`config.mk`:
```
export PLATFORM = sky130hd
export DESIGN_NAME = xoshiro256_plus_generator_core_flat
export DESIGN_NICKNAME = d
export VERILOG_FILES = /design/src/rtl/core/xrng_pkg.sv /design/src/rtl/core/xrng_if.sv /design/src/rtl/core/xoshiro256_plus_generator_core.sv /design/src/rtl/core/xrng_dp.sv /design/src/rtl/core/xrng_ctrl.sv /design/src/flat_wrapper.sv
export SDC_FILE = /design/constraint.sdc
export NUM_CORES = 2
export LEC_CHECK = 0
export BUFFER_PORTS_ARGS = -buffer_cell sky130_fd_sc_hd__buf_2
export CORE_ASPECT_RATIO = 0.5
export CORE_MARGIN = 5
export CORE_UTILIZATION = 63
export CTS_BUF_LIST = sky130_fd_sc_hd__clkbuf_16
export DETAILED_ROUTE_END_ITERATION = 8
export PLACE_DENSITY_LB_ADDON = 0.25
export SLEW_MARGIN = 20
export SYNTH_ARGS = -nofsm -noshare
export SYNTH_HDL_FRONTEND = slang
export SYNTH_SLANG_ARGS = --single-unit
```
`constraint.sdc`:
```
create_clock -name i_clk -period 22.8 [get_ports i_clk]
set_input_delay 3.42 -clock i_clk [delete_from_list [all_inputs] [get_ports i_clk]]
set_output_delay 3.42 -clock i_clk [all_outputs]
set_load 0.03 [all_outputs]
```
`src/rtl/core/xrng_pkg.sv`:
```
// Shared types and constants for the xoshiro256+ generator core.
package xrng_pkg;

    localparam int WORD_W     = 64;
    localparam int HALF_W     = 32;
    localparam int WORD_COUNT = 4;
    localparam int WORD_IDX_W = $clog2(WORD_COUNT);
    localparam int FRAC_W     = 53;
    localparam int FRAC_LSB   = WORD_W - FRAC_W;

    localparam logic [WORD_W-1:0] GOLDEN_GAMMA = 64'h9e37_79b9_7f4a_7c15;
    localparam logic [WORD_W-1:0] MIX_MUL_A    = 64'hbf58_476d_1ce4_e5b9;
    localparam logic [WORD_W-1:0] MIX_MUL_B    = 64'h94d0_49bb_1331_11eb;

    localparam int MIX_SHIFT_1 = 30;
    localparam int MIX_SHIFT_2 = 27;
    localparam int MIX_SHIFT_3 = 31;
    localparam int UPD_SHIFT   = 17;
    localparam int UPD_ROTATE  = 45;

    typedef enum logic {
        OP_RESEED = 1'b0,
        OP_DRAW   = 1'b1
    } t_op;

    typedef enum logic [3:0] {
        DP_NONE,
        DP_LOAD,
        DP_GAMMA,
        DP_MUL0,
        DP_MUL1,
        DP_MUL2,
        DP_XS27,
        DP_STORE,
        DP_DRAW
    } t_dp_op;

    typedef struct packed {
        t_dp_op                op;
        logic                  seed_zero;
        logic                  mul_sel;
        logic [WORD_IDX_W-1:0] word;
    } t_dp_cmd;

    typedef enum logic [2:0] {
        ST_INIT,
        ST_IDLE,
        ST_GAMMA,
        ST_MUL0,
        ST_MUL1,
        ST_MUL2,
        ST_XS27,
        ST_STORE
    } t_state;

endpackage

```
`src/rtl/core/xrng_if.sv`:
```
// Valid/ready channel interfaces for the request and result beats.
interface xrng_in_if;
    logic                       valid;
    logic                       ready;
    logic                       op;
    logic [xrng_pkg::WORD_W-1:0] seed;

    modport source (output valid, output op, output seed, input ready);
    modport sink   (input valid, input op, input seed, output ready);
endinterface

interface xrng_out_if;
    logic                       valid;
    logic                       ready;
    logic [xrng_pkg::FRAC_W-1:0] fraction;

    modport source (output valid, output fraction, input ready);
    modport sink   (input valid, input fraction, output ready);
endinterface

```
`src/rtl/core/xoshiro256_plus_generator_core.sv`:
```
// Top level of the xoshiro256+ generator core with SplitMix64 seeding.
// The core keeps four 64-bit state words. When a draw beat (op = 1) is taken,
// the top 53 bits of word0 + word3 land in the result register as an
// unsigned fraction with 53 fraction bits, and the state advances by the
// xoshiro256+ update in the same cycle, so draws run at one beat per cycle for
// as long as the result side keeps taking them. A reseed beat (op = 0) gives no
// result; the input is held off after it is taken while four SplitMix64 steps
// fill the state words one after another. Each step uses the single shared
// 32x32 multiplier, which forms each wrapped 64-bit product in three passes,
// two products per step. Straight after reset the core runs the same expansion
// with a seed of zero and keeps ready low while it runs; afterwards it behaves
// exactly as if seed zero had just been written. A draw beat is accepted while
// an earlier result still waits only in the cycle that result is taken.
module xoshiro256_plus_generator_core (
    input  logic       i_clk,
    input  logic       i_rst_n,
    xrng_in_if.sink    i_in,
    xrng_out_if.source o_out
);
    import xrng_pkg::*;

    t_dp_cmd           dp_cmd;
    logic              in_ready;
    logic              out_valid;
    logic [FRAC_W-1:0] fraction;

    // The controller owns the handshakes and the seed expansion sequence.
    xrng_ctrl u_ctrl (
        .i_clk       (i_clk),
        .i_rst_n     (i_rst_n),
        .i_in_valid  (i_in.valid),
        .i_in_op     (i_in.op),
        .o_in_ready  (in_ready),
        .o_out_valid (out_valid),
        .i_out_ready (o_out.ready),
        .o_cmd       (dp_cmd)
    );

    // The datapath holds the state words and the result register.
    xrng_dp u_dp (
        .i_clk      (i_clk),
        .i_cmd      (dp_cmd),
        .i_seed     (i_in.seed),
        .o_fraction (fraction)
    );

    assign i_in.ready     = in_ready;
    assign o_out.valid    = out_valid;
    assign o_out.fraction = fraction;

endmodule

```
`src/rtl/core/xrng_dp.sv`:
```
// Datapath: state words, seed expansion registers, shared multiplier, draw logic.
module xrng_dp (
    input  logic                        i_clk,
    input  xrng_pkg::t_dp_cmd           i_cmd,
    input  logic [xrng_pkg::WORD_W-1:0] i_seed,
    output logic [xrng_pkg::FRAC_W-1:0] o_fraction
);
    import xrng_pkg::*;

    logic [WORD_W-1:0] r_words [WORD_COUNT];
    logic [WORD_W-1:0] r_seed;
    logic [WORD_W-1:0] r_z;
    logic [WORD_W-1:0] r_acc;
    logic [FRAC_W-1:0] r_fraction;

    logic [WORD_W-1:0] n_seed;
    logic [WORD_W-1:0] mul_const;
    logic [HALF_W-1:0] mul_a;
    logic [HALF_W-1:0] mul_b;
    logic [WORD_W-1:0] mul_p;
    logic [WORD_W-1:0] sum;
    logic [WORD_W-1:0] shifted;
    logic [WORD_W-1:0] n2a;
    logic [WORD_W-1:0] n3a;
    logic [WORD_W-1:0] n1;
    logic [WORD_W-1:0] n0;

    // One 32x32 multiplier builds the wrapped 64-bit product in three passes.
    always_comb begin
        n_seed    = r_seed + GOLDEN_GAMMA;
        mul_const = i_cmd.mul_sel ? MIX_MUL_B : MIX_MUL_A;
        mul_a     = (i_cmd.op == DP_MUL1) ? r_z[WORD_W-1:HALF_W] : r_z[HALF_W-1:0];
        mul_b     = (i_cmd.op == DP_MUL2) ? mul_const[WORD_W-1:HALF_W]
                                          : mul_const[HALF_W-1:0];
        mul_p     = WORD_W'(mul_a) * WORD_W'(mul_b);
        sum       = r_words[0] + r_words[3];
        shifted   = r_words[1] << UPD_SHIFT;
        n2a       = r_words[2] ^ r_words[0];
        n3a       = r_words[3] ^ r_words[1];
        n1        = r_words[1] ^ n2a;
        n0        = r_words[0] ^ n3a;
    end

    always_ff @(posedge i_clk) begin
        case (i_cmd.op)
            DP_LOAD: begin
                r_seed <= i_cmd.seed_zero ? '0 : i_seed;
            end
            DP_GAMMA: begin
                r_seed <= n_seed;
                r_z    <= n_seed ^ (n_seed >> MIX_SHIFT_1);
            end
            DP_MUL0: begin
                r_acc <= mul_p;
            end
            DP_MUL1, DP_MUL2: begin
                r_acc[WORD_W-1:HALF_W] <= r_acc[WORD_W-1:HALF_W] + mul_p[HALF_W-1:0];
            end
            DP_XS27: begin
                r_z <= r_acc ^ (r_acc >> MIX_SHIFT_2);
            end
            DP_STORE: begin
                r_words[i_cmd.word] <= r_acc ^ (r_acc >> MIX_SHIFT_3);
            end
            DP_DRAW: begin
                r_fraction <= sum[WORD_W-1:FRAC_LSB];
                r_words[0] <= n0;
                r_words[1] <= n1;
                r_words[2] <= n2a ^ shifted;
                r_words[3] <= {n3a[WORD_W-UPD_ROTATE-1:0], n3a[WORD_W-1:WORD_W-UPD_ROTATE]};
            end
            default: begin
            end
        endcase
    end

    assign o_fraction = r_fraction;

endmodule

```
`src/rtl/core/xrng_ctrl.sv`:
```
// Controller: handshakes and the sequencer for seed expansion.
module xrng_ctrl (
    input  logic              i_clk,
    input  logic              i_rst_n,
    input  logic              i_in_valid,
    input  logic              i_in_op,
    output logic              o_in_ready,
    output logic              o_out_valid,
    input  logic              i_out_ready,
    output xrng_pkg::t_dp_cmd o_cmd
);
    import xrng_pkg::*;

    t_state                r_state;
    t_state                n_state;
    logic                  r_round;
    logic                  n_round;
    logic [WORD_IDX_W-1:0] r_word;
    logic [WORD_IDX_W-1:0] n_word;
    logic                  r_out_valid;
    logic                  n_out_valid;
    logic                  accept;

    always_ff @(posedge i_clk) begin
        if (!i_rst_n) begin
            r_state     <= ST_INIT;
            r_round     <= 1'b0;
            r_word      <= '0;
            r_out_valid <= 1'b0;
        end else begin
            r_state     <= n_state;
            r_round     <= n_round;
            r_word      <= n_word;
            r_out_valid <= n_out_valid;
        end
    end

    always_comb begin
        n_state       = r_state;
        n_round       = r_round;
        n_word        = r_word;
        o_in_ready    = 1'b0;
        accept        = 1'b0;
        o_cmd.op        = DP_NONE;
        o_cmd.seed_zero = 1'b0;
        o_cmd.mul_sel   = r_round;
        o_cmd.word      = r_word;
        case (r_state)
            ST_INIT: begin
                o_cmd.op        = DP_LOAD;
                o_cmd.seed_zero = 1'b1;
                n_word          = '0;
                n_state         = ST_GAMMA;
            end
            ST_IDLE: begin
                o_in_ready = !r_out_valid || i_out_ready;
                accept     = o_in_ready && i_in_valid;
                if (accept) begin
                    if (i_in_op == OP_DRAW) begin
                        o_cmd.op = DP_DRAW;
                    end else begin
                        o_cmd.op = DP_LOAD;
                        n_word   = '0;
                        n_state  = ST_GAMMA;
                    end
                end
            end
            ST_GAMMA: begin
                o_cmd.op = DP_GAMMA;
                n_round  = 1'b0;
                n_state  = ST_MUL0;
            end
            ST_MUL0: begin
                o_cmd.op = DP_MUL0;
                n_state  = ST_MUL1;
            end
            ST_MUL1: begin
                o_cmd.op = DP_MUL1;
                n_state  = ST_MUL2;
            end
            ST_MUL2: begin
                o_cmd.op = DP_MUL2;
                n_state  = r_round ? ST_STORE : ST_XS27;
            end
            ST_XS27: begin
                o_cmd.op = DP_XS27;
                n_round  = 1'b1;
                n_state  = ST_MUL0;
            end
            ST_STORE: begin
                o_cmd.op = DP_STORE;
                if (r_word == WORD_IDX_W'(WORD_COUNT - 1)) begin
                    n_state = ST_IDLE;
                end else begin
                    n_word  = r_word + 1'b1;
                    n_state = ST_GAMMA;
                end
            end
            default: begin
                n_state = ST_INIT;
            end
        endcase

        if (accept && i_in_op == OP_DRAW) begin
            n_out_valid = 1'b1;
        end else if (i_out_ready) begin
            n_out_valid = 1'b0;
        end else begin
            n_out_valid = r_out_valid;
        end
    end

    assign o_out_valid = r_out_valid;

endmodule
```
`src/flat_wrapper.sv`:
```
// flat-port wrapper written by rule: the top's interface ports become plain ports
module xoshiro256_plus_generator_core_flat import xrng_pkg::*;
  (i_clk, i_rst_n, i_in_valid, i_in_op, i_in_seed, i_in_ready, o_out_valid, o_out_fraction, o_out_ready);
  xrng_in_if i_in_i ();
  xrng_out_if o_out_i ();
  input  logic i_clk;
  input  logic i_rst_n;
  input wire logic [$bits(i_in_i.valid)-1:0] i_in_valid;
  input wire logic [$bits(i_in_i.op)-1:0] i_in_op;
  input wire logic [$bits(i_in_i.seed)-1:0] i_in_seed;
  output wire logic [$bits(i_in_i.ready)-1:0] i_in_ready;
  output wire logic [$bits(o_out_i.valid)-1:0] o_out_valid;
  output wire logic [$bits(o_out_i.fraction)-1:0] o_out_fraction;
  input wire logic [$bits(o_out_i.ready)-1:0] o_out_ready;
  assign i_in_i.valid = i_in_valid;
  assign i_in_i.op = i_in_op;
  assign i_in_i.seed = i_in_seed;
  assign i_in_ready = i_in_i.ready;
  assign o_out_valid = o_out_i.valid;
  assign o_out_fraction = o_out_i.fraction;
  assign o_out_i.ready = o_out_ready;
  xoshiro256_plus_generator_core u_core (.i_clk(i_clk), .i_rst_n(i_rst_n), .i_in(i_in_i), .o_out(o_out_i));
endmodule
```
# --- Yosys cells after proc, flatten, opt, wreduce, memory -nomap -nowiden ---
# Memories as Yosys holds them, arrays and structs flattened.
# Cells that the tools add are included.
word_totals:
  regBits: 252
  output_inout_bits: 55
  elab_cells: 90
  inputBits: 69
  ramBits: 256
  mem_count: 1
memory_table:
  columns: ["memory", "words", "word_bits", "rd", "rd_clocked_by_memory_dff", "wr", "line", "rtl"]
  rows:
  - ["u_core.u_dp.r_words", 4, 64, 4, 0, 4, "xrng_dp.sv:10", "logic [WORD_W-1:0] r_words [WORD_COUNT];"]
classes:
  n_bitwise: 8
  n_mul: 1
  n_mux: 32
  eq_ne: 19
  add_sub_neg: 4
  reduce_logical: 16
ops:
  columns: ["operator", "n"]
  rows:
  - ["$xor A64 B64 Y64", 5]
  - ["$pmux W64 S2", 2]
  - ["$mux W64", 2]
  - ["$add A64 B64 Y64", 1]
  - ["$add A64 B64 Y64 const B", 1]
  - ["$mul A32 B32 Y64", 1]
  - ["$mux W32", 2]
  - ["$pmux W32 S2", 1]
  - ["$reduce_or A64 Y1", 1]
  - ["$xor A64 B33 Y64", 1]
  - ["$xor A64 B34 Y64", 1]
  - ["$xor A64 B37 Y64", 1]
  - ["$mux W62", 1]
  - ["$add A32 B32 Y32", 1]
  - ["$pmux W4 S8", 1]
  - ["$pmux W3 S7", 1]
  - ["$eq A4 B3 Y1 const B", 4]
  - ["$eq A3 B3 Y1 const B", 4]
  - ["$mux W1", 11]
  - ["$mux W2", 5]
  - ["$reduce_bool A2 Y1", 5]
  - ["$eq A4 B2 Y1 const B", 2]
  - ["$mux W4", 2]
  - ["$eq A3 B2 Y1 const B", 2]
  - ["17 further kinds", 22]

# --- Logic depth before layout (Yosys ltp) ---
depth:
  depth_word: 10
  ltp_mapped: 44
  mapped_depth_nobuf: 40

# --- By module ---
# From an unflattened synthesis, not the netlist that was laid out.
hier_totals:
  hier_cells: 5683
  area_unflattened_um2: 58548.7
modules_own_cells:
  columns: ["mod", "area_per_inst_um2", "cells_each", "seq_area_each_um2", "instances"]
  rows:
  - ["xrng_dp", 58118.2, 5634, 15044.4, 1]
  - ["xrng_ctrl", 430.4, 49, 140.1, 1]

# --- Worst setup path before layout ---
# OpenSTA, ideal clock, no wires.
synth_timing:
  kind: "register -> register"
  startpoint: "reg u_core.u_ctrl.r_state[2]"
  endpoint: "reg u_core.u_dp.r_acc[61], data pin"
  setup_ns: 0.267
  period_less_slack_ns: 9.885
  arrival_ns: 9.618
  path_slack_ns: 12.915
  t_required_ns: 22.533
  path_buffers: 5
  path_stages_with_launch: 39
  path_cell_list: "dfxtp_1 clkbuf_2 nor3b_1 buf_2 buf_1 clkbuf_1 mux2i_1 clkbuf_1 inv_1 nand2_1 inv_1 fa_1 fa_1 fa_1 inv_1 fa_1 inv_1 fa_1 (+3 left out) fa_1 inv_1 ha_1 nand4_1 o32a_1 nand2_1 xor2_1 ha_1 a21o_1 a21oi_1 o21bai_1 a21o_1 a31oi_1 o211ai_1 a21oi_1 xnor2_1 o21ai_0 o211ai_1"
synth_between:
  elab_chain_cells: 7
  elab_cells_between_ends: 18
  classes_between: "add/sub: 1; mul: 1; eq/ne: 10; mux: 4; reduce/logical: 2"
synth_rtl:
  columns: ["item", "line", "rtl"]
  rows:
  - ["start: declaration", "xrng_ctrl.sv:14", "t_state r_state;"]
  - ["start signal: assignment", "xrng_ctrl.sv:31", "r_state <= n_state;"]
  - ["$eq A3 B3 Y1 (tied with other cells)", "xrng_ctrl.sv:48", "case (r_state)"]
  - ["$pmux W4 S8 (*)", "xrng_ctrl.sv:48", null]
  - ["$eq A4 B3 Y1 (on tied branches)", "xrng_dp.sv:32, xrng_dp.sv:33", null]
  - ["$mux W32 (on tied branches)", "xrng_dp.sv:32, xrng_dp.sv:33", null]
  - ["$mul A32 B32 Y64 (*)", "xrng_dp.sv:35", "mul_p = WORD_W'(mul_a) * WORD_W'(mul_b);"]
  - ["via u_core.u_dp.mul_p[22]", "xrng_dp.sv:20", "logic [WORD_W-1:0] mul_p;"]
  - ["$add A32 B32 Y32 (*)", "xrng_dp.sv:57", "r_acc[WORD_W-1:HALF_W] <= r_acc[WORD_W-1:HALF_W] + mul_p[HALF_W-1:0];"]
  - ["$pmux W32 S2 (*)", "xrng_dp.sv:45", "case (i_cmd.op)"]
  - ["end signal: assignment", "xrng_dp.sv:54", "r_acc <= mul_p;"]
  - ["end signal: indexed assignment", "xrng_dp.sv:57", null]
  - ["end: declaration", "xrng_dp.sv:13", "logic [WORD_W-1:0] r_acc;"]
# The timed path passes the listed nets; every way through them passes the cells marked *.
# A chain may end at the register's enable or synchronous reset.

# --- Worst setup path in the final report ---
# Ends and elaborated chain as after synthesis.

==> out/metrics.yaml <==
setup_violations: 0
io_buffers: 123
cp.arrival_ns: 12.55
status: "complete, no violations"
synth_top_cell_area_share: 0.2796
min_period_ns: 12.17
syn_nets: 7099
multi_input_area_sq_mm: 0.03934
ys_ff_latch: 508
cp_slowest_stage_delay_ns: 0.73
die_area_sq_mm: 0.09976
std_cell_rows: 79
wl_per_cell_microns: 27.96
tightest_slew_ns: 1.116
grt_max_degree: 270
ant_nets: 0
wl_met3_microns: 26420
clock_skew_ns: 0.03619
critical_path_class: "reg -> reg"
syn_inst: 5779
synth_top_family_by_area: "adder cells"
cts_sinks: 508
post-route-period-util: 0.5339
clkLatencyLatePin_ns: 0.64
register_area_sq_mm: 0.01518
drc: 0
yosys.area.top_type: "fa_1"
ys.flop_type: "edfxtp_1"
postCtsHoldBufs: 0
worst-path-max-fanout: 35
syn2layout_area_growth_pct: 6.392
fp.dieH_microns: 225.9
cts_resized: 0
drive_above_1_share: 0.06595
grt_pass1_vias: 45590
clockBufferDepth: 3
vias: 44340
antenna_found_initial: 9
cts_tree: "done"
muxShareOfSynthArea: 0.007204
firstDrtPassIters: 5
place_congestion: 1.052
path_clk_slew_ns: 0.06
synth_simple_gate_area_frac: 0.09926
routed_wl_microns: 199000
grt_setup_unrepaired: "false"
synthAdderAreaFrac: 0.3715
fillCellCount: 7374
numCtsBuffers: 54
ys_top_cells_by_area: "fa_1 28%, edfxtp_1 26%, ha_1 9.2%"
ys_warn_count: 0
first_iter_violations: 5809
min_path_type: "reg -> reg"
hold_violations: 0
maxSlewViolCount: 0
ios: 124
htree_levels: 2
slew_headroom: 0.2561
viasPerCell: 6.230
synth_compound_area_frac: 0.09730
crit_top_cell: "fa_1"
start_util: 0.6332
wl_met1_microns: 77190
setup_tns_ns: 0
cts_root_buf: "clkbuf_16"
grt.total_usage: 0.4011
yosysUniqueCellTypes: 87
seq_area_frac_synth: 0.2587
crit_required_ns: 23.17
fin_nets: 7134
cp-end-kind: "register"
netlist_area_sq_mm: 0.05871
core_sq_mm: 0.09272
grt_pass1_wl_microns: 294800
max_freq_ghz: 0.08216
cpMaxStageDelayCell: "dfxtp_1"
maxCapViolations: 0
hpwlAfterDp_microns: 161400
synth_edf_count: 501
synthXorXnorAreaFrac: 0.09195
syn_avg_cell_area_sq_um: 10.16
start_kind: "register"
gr-total-overflow: 0
die_x_microns: 441.7
wl_met2_microns: 85340
postCtsSetupBuffers: 0
top_layer_used: "met5"
async_flop_share: 0
## per-stage QoR
step	util	hold WS (ns)	std cells	area [sq um]	setup slack, ns
after floorplan	-	0.5406	5779	58710	12.91
after global placement	0.6551	0.5605	7013	60740	11.20
after detailed placement	0.6551	0.5752	7013	60740	10.91
after CTS	0.6734	0.5835	7108	62430	10.90
after global routing	0.6734	0.6224	7108	62440	10.02
final	0.6736	0.5839	7116	62460	10.63
## Yosys cell counts (6+ instances only)
master	n
inv_1	955
fa_1	820
edfxtp_1	501
ha_1	431
nor2_1	428
o21ai_0	379
nand2_1	359
xnor2_1	333
xor2_1	278
a21oi_1	262
clkbuf_1	185
nor2b_1	87
or2_2	73
a21o_1	61
and2_1	57
nand2b_1	53
nand3_1	43
and3_1	34
mux2i_1	31
nor3_1	28
a22o_1	27
nand4_1	27
a31oi_1	26
o21bai_1	26
a211oi_1	24
o21a_1	22
o211ai_1	15
or3_1	14
buf_1	13
o31ai_1	13
o22ai_1	11
mux2_2	10
and4_1	8
nor4_1	8
a2111oi_0	7
a311oi_1	7
a41oi_1	7
dfxtp_1	7
a221oi_1	6
## registers in the layout, summed over array words and instances (netlist names)
name / count
u_core.u_dp.r_z: 64
u_core.u_ctrl.r_state: 3
u_core.u_dp.r_acc: 64
u_core.u_dp.r_seed: 64
u_core.u_ctrl.r_word: 2
u_core.u_dp.r_words: 256
u_core.u_ctrl.o_out_valid: 1
u_core.u_ctrl.r_round: 1
u_core.u_dp.o_fraction: 53
## cell families (layout without fill, tap and decap cells)
| group | count (synthesis) | count (layout) |
|---|---|---|
| adders and majority gates | 1251 | 1251 |
| and+or+nand+nor | 1248 | 1248 |
| buffers and inverters | 1159 | 1233 |
| AOI/OAI and AO/OA | 959 | 959 |
| xor gates and xnor gates | 613 | 613 |
| DFF | 508 | 508 |
| muxes | 41 | 41 |
| other | 0 | 8 |
## cells in the final DEF, fill, tap and decap left out, types with 61 or more instances in the layout
cell / netlist / layout
a21o_1: 61 / 61
fa_1: 820 / 820
nand2_1: 359 / 356
nor2_1: 428 / 426
inv_1: 955 / 970
edfxtp_1: 501 / 501
nor2b_1: 87 / 84
xnor2_1: 333 / 333
ha_1: 431 / 427
buf_2: 1 / 123
or2_2: 73 / 73
a21oi_1: 262 / 262
xor2_1: 278 / 278
o21ai_0: 379 / 375
## routing by layer
layer	up-vias	track usage
met5	-	0.006069
met4	12	0.1643
met3	484	0.1253
met2	2686	0.6019
met1	22270	0.5480
li1	18890	-
## final cells by class
| cell class | count | share of cell area |
|---|---|---|
| multi-input combinational | 4112 | 0.6298 |
| sequential | 508 | 0.2431 |
| inverter | 959 | 0.05767 |
| tap | 1255 | 0.02514 |
| clock buffer | 54 | 0.02164 |
| timing repair buffer | 179 | 0.01679 |
| clock inverter | 41 | 0.005489 |
| antenna | 8 | 0.0003205 |
## worst max-delay path: cells and delay by family, from the launching register on
kind            cells  cell delay (ns)
buf+inv             7             1.83
compound gates     11             2.87
flops               1             0.73
simple gates        8             1.68
xor+xnor            2             0.26
fa+ha+maj          11             4.48
## final timing paths
check                                              start  slack (ns)                      end  cells after the start
worst min-delay path             u_core.u_ctrl.r_word[0]        0.58  u_core.u_ctrl.r_word[0]                      2
worst min register to register   u_core.u_ctrl.r_word[0]        0.58  u_core.u_ctrl.r_word[0]                      2
worst max-delay path            u_core.u_ctrl.r_state[2]       10.63    u_core.u_dp.r_acc[61]                     39
worst max register to register  u_core.u_ctrl.r_state[2]       10.63    u_core.u_dp.r_acc[61]                     39
Power is left out: the tool's default activity adds up to more than one toggle a clock period on the data nets, which glitch-free logic cannot reach.
